## config.mk

```make
export PLATFORM = sky130hd
export DESIGN_NAME = nnvr_sqrt_chain
export DESIGN_NICKNAME = d
export VERILOG_FILES = /design/src/design/nnvr_pkg.sv /design/src/design/nnvr_sqrt_cell.sv /design/src/design/nnvr_sqrt_chain.sv
export SDC_FILE = /design/constraint.sdc
export NUM_CORES = 2
export LEC_CHECK = 0
export BUFFER_PORTS_ARGS = -buffer_cell sky130_fd_sc_hd__clkbuf_2
export CAP_MARGIN = 20
export CORE_MARGIN = 2
export CORE_UTILIZATION = 50
export CTS_BUF_LIST = sky130_fd_sc_hd__clkbuf_2
export DETAILED_ROUTE_END_ITERATION = 6
export PLACE_DENSITY_LB_ADDON = 0.25
export SKIP_LAST_GASP = 1
export SYNTH_ARGS = -nofsm -noshare
export SYNTH_HDL_FRONTEND = slang
export SYNTH_HIERARCHICAL = 1
export SYNTH_SLANG_ARGS = --single-unit
```

## constraint.sdc

```tcl
create_clock -name i_clk -period 2.3 [get_ports i_clk]
set_clock_uncertainty 0.2 [all_clocks]
set_input_delay 0.23 -clock i_clk [delete_from_list [all_inputs] [get_ports i_clk]]
set_output_delay 0.23 -clock i_clk [all_outputs]
set_load 0.1 [all_outputs]
```

## src/design/nnvr_pkg.sv

```systemverilog
`timescale 1ns / 1ps
// Shared types and constants for the nearest-neighbor routing block.
// Used by the square-root cells, the cell chain and the top level.
package nnvr_pkg;

    localparam int MAX_CUSTOMERS = 32;
    localparam int IDX_W  = $clog2(MAX_CUSTOMERS);
    localparam int CNT_W  = $clog2(MAX_CUSTOMERS + 1);
    localparam int SQ_STEPS = 18;
    localparam int RAD_W  = 2 * SQ_STEPS;
    localparam int ROOT_W = SQ_STEPS;
    localparam int REM_W  = ROOT_W + 3;

    typedef enum logic [1:0] {
        OP_DEPOT = 2'd0,
        OP_CUST  = 2'd1,
        OP_SOLVE = 2'd2,
        OP_NONE  = 2'd3
    } t_op;

    // Tag carried with each customer through the distance pipeline.
    typedef struct packed {
        logic             vld;
        logic             last;
        logic             elig;
        logic [IDX_W-1:0] idx;
    } t_tag;

    // Contents of one square-root cell.
    typedef struct packed {
        t_tag              tag;
        logic [RAD_W-1:0]  rad;
        logic [ROOT_W-1:0] root;
        logic [REM_W-1:0]  rem;
    } t_cell;

endpackage

```

## src/design/nnvr_sqrt_cell.sv

```systemverilog
`timescale 1ns / 1ps
// One cell of the integer square-root chain: settles one root bit per cycle.
// Depends on nnvr_pkg for the cell record.
module nnvr_sqrt_cell (
    input  logic           i_clk,
    input  logic           i_rst_n,
    input  nnvr_pkg::t_cell i_cell,
    output nnvr_pkg::t_cell o_cell
);
    import nnvr_pkg::*;

    t_cell            r_cell;
    t_cell            n_cell;
    logic [REM_W-1:0] w_rem_s;
    logic [REM_W-1:0] w_trial;

    // Bring down two radicand bits and try the next root bit.
    always_comb begin
        w_rem_s = {i_cell.rem[REM_W-3:0], i_cell.rad[RAD_W-1 -: 2]};
        w_trial = {1'b0, i_cell.root, 2'b01};
        n_cell = i_cell;
        n_cell.rad = {i_cell.rad[RAD_W-3:0], 2'b00};
        if (w_rem_s >= w_trial) begin
            n_cell.rem  = w_rem_s - w_trial;
            n_cell.root = {i_cell.root[ROOT_W-2:0], 1'b1};
        end else begin
            n_cell.rem  = w_rem_s;
            n_cell.root = {i_cell.root[ROOT_W-2:0], 1'b0};
        end
    end

    // Hand the result to the next cell.
    always_ff @(posedge i_clk) begin
        if (!i_rst_n) begin
            r_cell.tag <= '0;
        end else begin
            r_cell.tag <= n_cell.tag;
        end
        r_cell.rad  <= n_cell.rad;
        r_cell.root <= n_cell.root;
        r_cell.rem  <= n_cell.rem;
    end

    assign o_cell = r_cell;

endmodule

```

## src/design/nnvr_sqrt_chain.sv

```systemverilog
`timescale 1ns / 1ps
// Row of square-root cells; one root bit per cell, one customer per cycle.
// Depends on nnvr_pkg and nnvr_sqrt_cell.
module nnvr_sqrt_chain (
    input  logic           i_clk,
    input  logic           i_rst_n,
    input  nnvr_pkg::t_cell i_cell,
    output nnvr_pkg::t_cell o_cell
);
    import nnvr_pkg::*;

    t_cell w_link [0:SQ_STEPS];

    assign w_link[0] = i_cell;

    // Each cell feeds its right-hand neighbor.
    for (genvar g = 0; g < SQ_STEPS; g++) begin : g_cell
        nnvr_sqrt_cell u_cell (
            .i_clk   (i_clk),
            .i_rst_n (i_rst_n),
            .i_cell  (w_link[g]),
            .o_cell  (w_link[g+1])
        );
    end

    assign o_cell = w_link[SQ_STEPS];

endmodule

```

==> results.json <==
{
  "status": "finished, violations left",
  "violations": "hold timing, setup timing",
  "dp_hpwl_um": 89500,
  "clockBufferDepth": 4,
  "whs_path_depth": 0,
  "firstDrtPassIters": 5,
  "wl_met2_um": 83900,
  "worstPathMaxFanout": 5,
  "io_buffers": 163,
  "r2r_end": "g_cell[2].u_cell/o_cell[0]",
  "hp-class": "reg2reg",
  "grt_pass1_vias": 46600,
  "r2r-start": "g_cell[1].u_cell/o_cell[34]",
  "die_area_um2": 108000,
  "maxCapViolCount": 0,
  "rsz0062_at_grt": "true",
  "area_growth_pct": 53.4,
  "detail_route.wl_per_cell_um": 18.4,
  "antenna_found_initial": 7,
  "largest_reg_flops": 1424,
  "mostFrequentLayoutCell": "buf_4",
  "final_cell_mix": "buf_4, dfxtp_1, clkbuf_2",
  "min_period_ns": 2.79,
  "rows": 118,
  "hold_violations": 4,
  "grt_pass1_wl_um": 231000,
  "overflow": 0,
  "grt_max_degree": 93,
  "syn_inst": 5138,
  "ff_latch_area_um2": 28900,
  "met3_length_um": 8350,
  "cts_tree": "built",
  "grt_use_total_pct": 26.6,
  "tightest_slew_ns": 1.01,
  "post_drt_via_cell_ratio": 5.19,
  "start_util_pct": 50.6,
  "synth_warnings": 6,
  "root_buffer": "clkbuf_2",
  "layout-drive-gt1-share_pct": 48.4,
  "crit_type": "reg2reg",
  "nNetsFinal": 7658,
  "p_leak_nw": 37.2,
  "crit_path_end_kind": "flip-flop",
  "finish.instance_area_um2": 80700,
  "multi_input_area_um2": 28100,
  "setup-tns-final_ns": -75.66,
  "cp-startpoint": "g_cell[1].u_cell/o_cell[34]",
  "layout_setup_ws_ns": -0.490,
  "drtAntennaViolNets": 0,
  "maxSlewViolCount": 0,
  "core_area_um2": 104000,
  "arrival_ns": 3.96,
  "clkLatencyLatePin_ns": 1.57,
  "cts_sinks": 1424,
  "setup.worst_path.start_class": "flip-flop",
  "ios": 168,
  "total_power_w": 0.143,
  "drt-total-wl_um": 163000,
  "fp.dieH_um": 328,
  "timing.fmax_ghz": 0.358,
  "worstSetupEndpoint": "g_cell[2].u_cell/o_cell[0]",
  "r2r_setup_slack_ns": -0.49,
  "setup-violations-final": 376,
  "placed_cell_area_um2": 63900,
  "drc": 0,
  "wl_met1_um": 62700,
  "maxSlewHeadroom_pct": 32.6,
  "htree_levels": 5,
  "syn_area_um2": 52600,
  "top_layer": "met5",
  "via_count": 45800,
  "path_clk_slew_ns": 0.15,
  "finalCritPeriodShare_pct": 121,
  "cellPowerDensity_nw_per_um2": 1770,
  "place_congestion": 0.917,
  "syn_area_per_cell_um2": 10.2,
  "fp.dieW_um": 328,
  "cts_buffers": 351,
  "ir_drop_v": 0.00138,
  "holdWs_ns": -0.0418,
  "fillers": 6197,
  "critical_path_required_ns": 3.47,
  "reg2reg_depth": 10,
  "drt-initial-drc-count": 2853
}
==> through the flow <==
step	worst slack (ns)	cells	util (%)	hold WS [ns]
floorplan	-0.0248	5156	-	0.0577
global placement	-0.300	7695	61.5	0.110
detailed placement	-0.301	7695	61.5	0.112
CTS	-0.507	8745	74.1	0.00333
global route	-0.515	8827	77.7	-0.00502
finish	-0.490	8831	77.7	-0.0418
==> worst min path at each step <==
stage | from | end
3_5_place_dp | g_cell[6].u_cell/o_cell[46] | g_cell[7].u_cell/o_cell[48]
3_3_place_gp | g_cell[4].u_cell/o_cell[67] | g_cell[5].u_cell/o_cell[69]
4_1_cts | i_cell[72] | g_cell[0].u_cell/o_cell[74]
2_1_floorplan | i_cell[21] | g_cell[0].u_cell/o_cell[22]
5_1_grt | g_cell[9].u_cell/o_cell[72] | g_cell[10].u_cell/o_cell[74]
6_report | g_cell[3].u_cell/o_cell[46] | g_cell[4].u_cell/o_cell[48]
==> repair_timing <==
item | 4_1_cts | 5_1_grt
pin swaps | 359 | 321
endpoints found under the setup margin | 417 | 436
cloned | 38 | 2
buffers inserted | 192 | 102
resized for setup | 1285 | 794
hold endpoints to repair | 216 | 7
hold buffers | 253 | 7
==> routing by layer <==
layer	up-vias	track usage [%]
met5	-	0
met4	2	12.2
met1	21800	30.8
met2	1665	47.7
met3	646	4.43
li1	21700	-
==> critical path: stages, from the launching register on <==
cell      delay (ns)
dfxtp_1         0.37
inv_1           0.07
ha_1            0.32
buf_4           0.12
nand4_1         0.16
a2111o_1        0.47
a21o_1          0.23
and2_4          0.19
buf_6           0.13
buf_12          0.14
xnor2_1         0.11
==> where the power goes <==
| group | total, W | switching (W) | internal, W |
|---|---|---|---|
| sequential | 0.0356 | 0.00482 | 0.0308 |
| combinational | 0.0900 | 0.0435 | 0.0465 |
| clock | 0.0169 | 0.0102 | 0.00669 |
| total | 0.143 | 0.0586 | 0.0839 |
==> final cells by class <==
cell class	instances	share of cell area, %
Sequential cell	1424	35.8
Timing Repair Buffer	1871	21.3
Clock inverter	92	0.776
Tap cell	1380	2.14
Clock buffer	488	3.03
Multi-Input combinational cell	3125	34.8
Antenna cell	11	0.0341
Inverter	440	2.07
No activity file was read; power rests on OpenSTA's default activity.
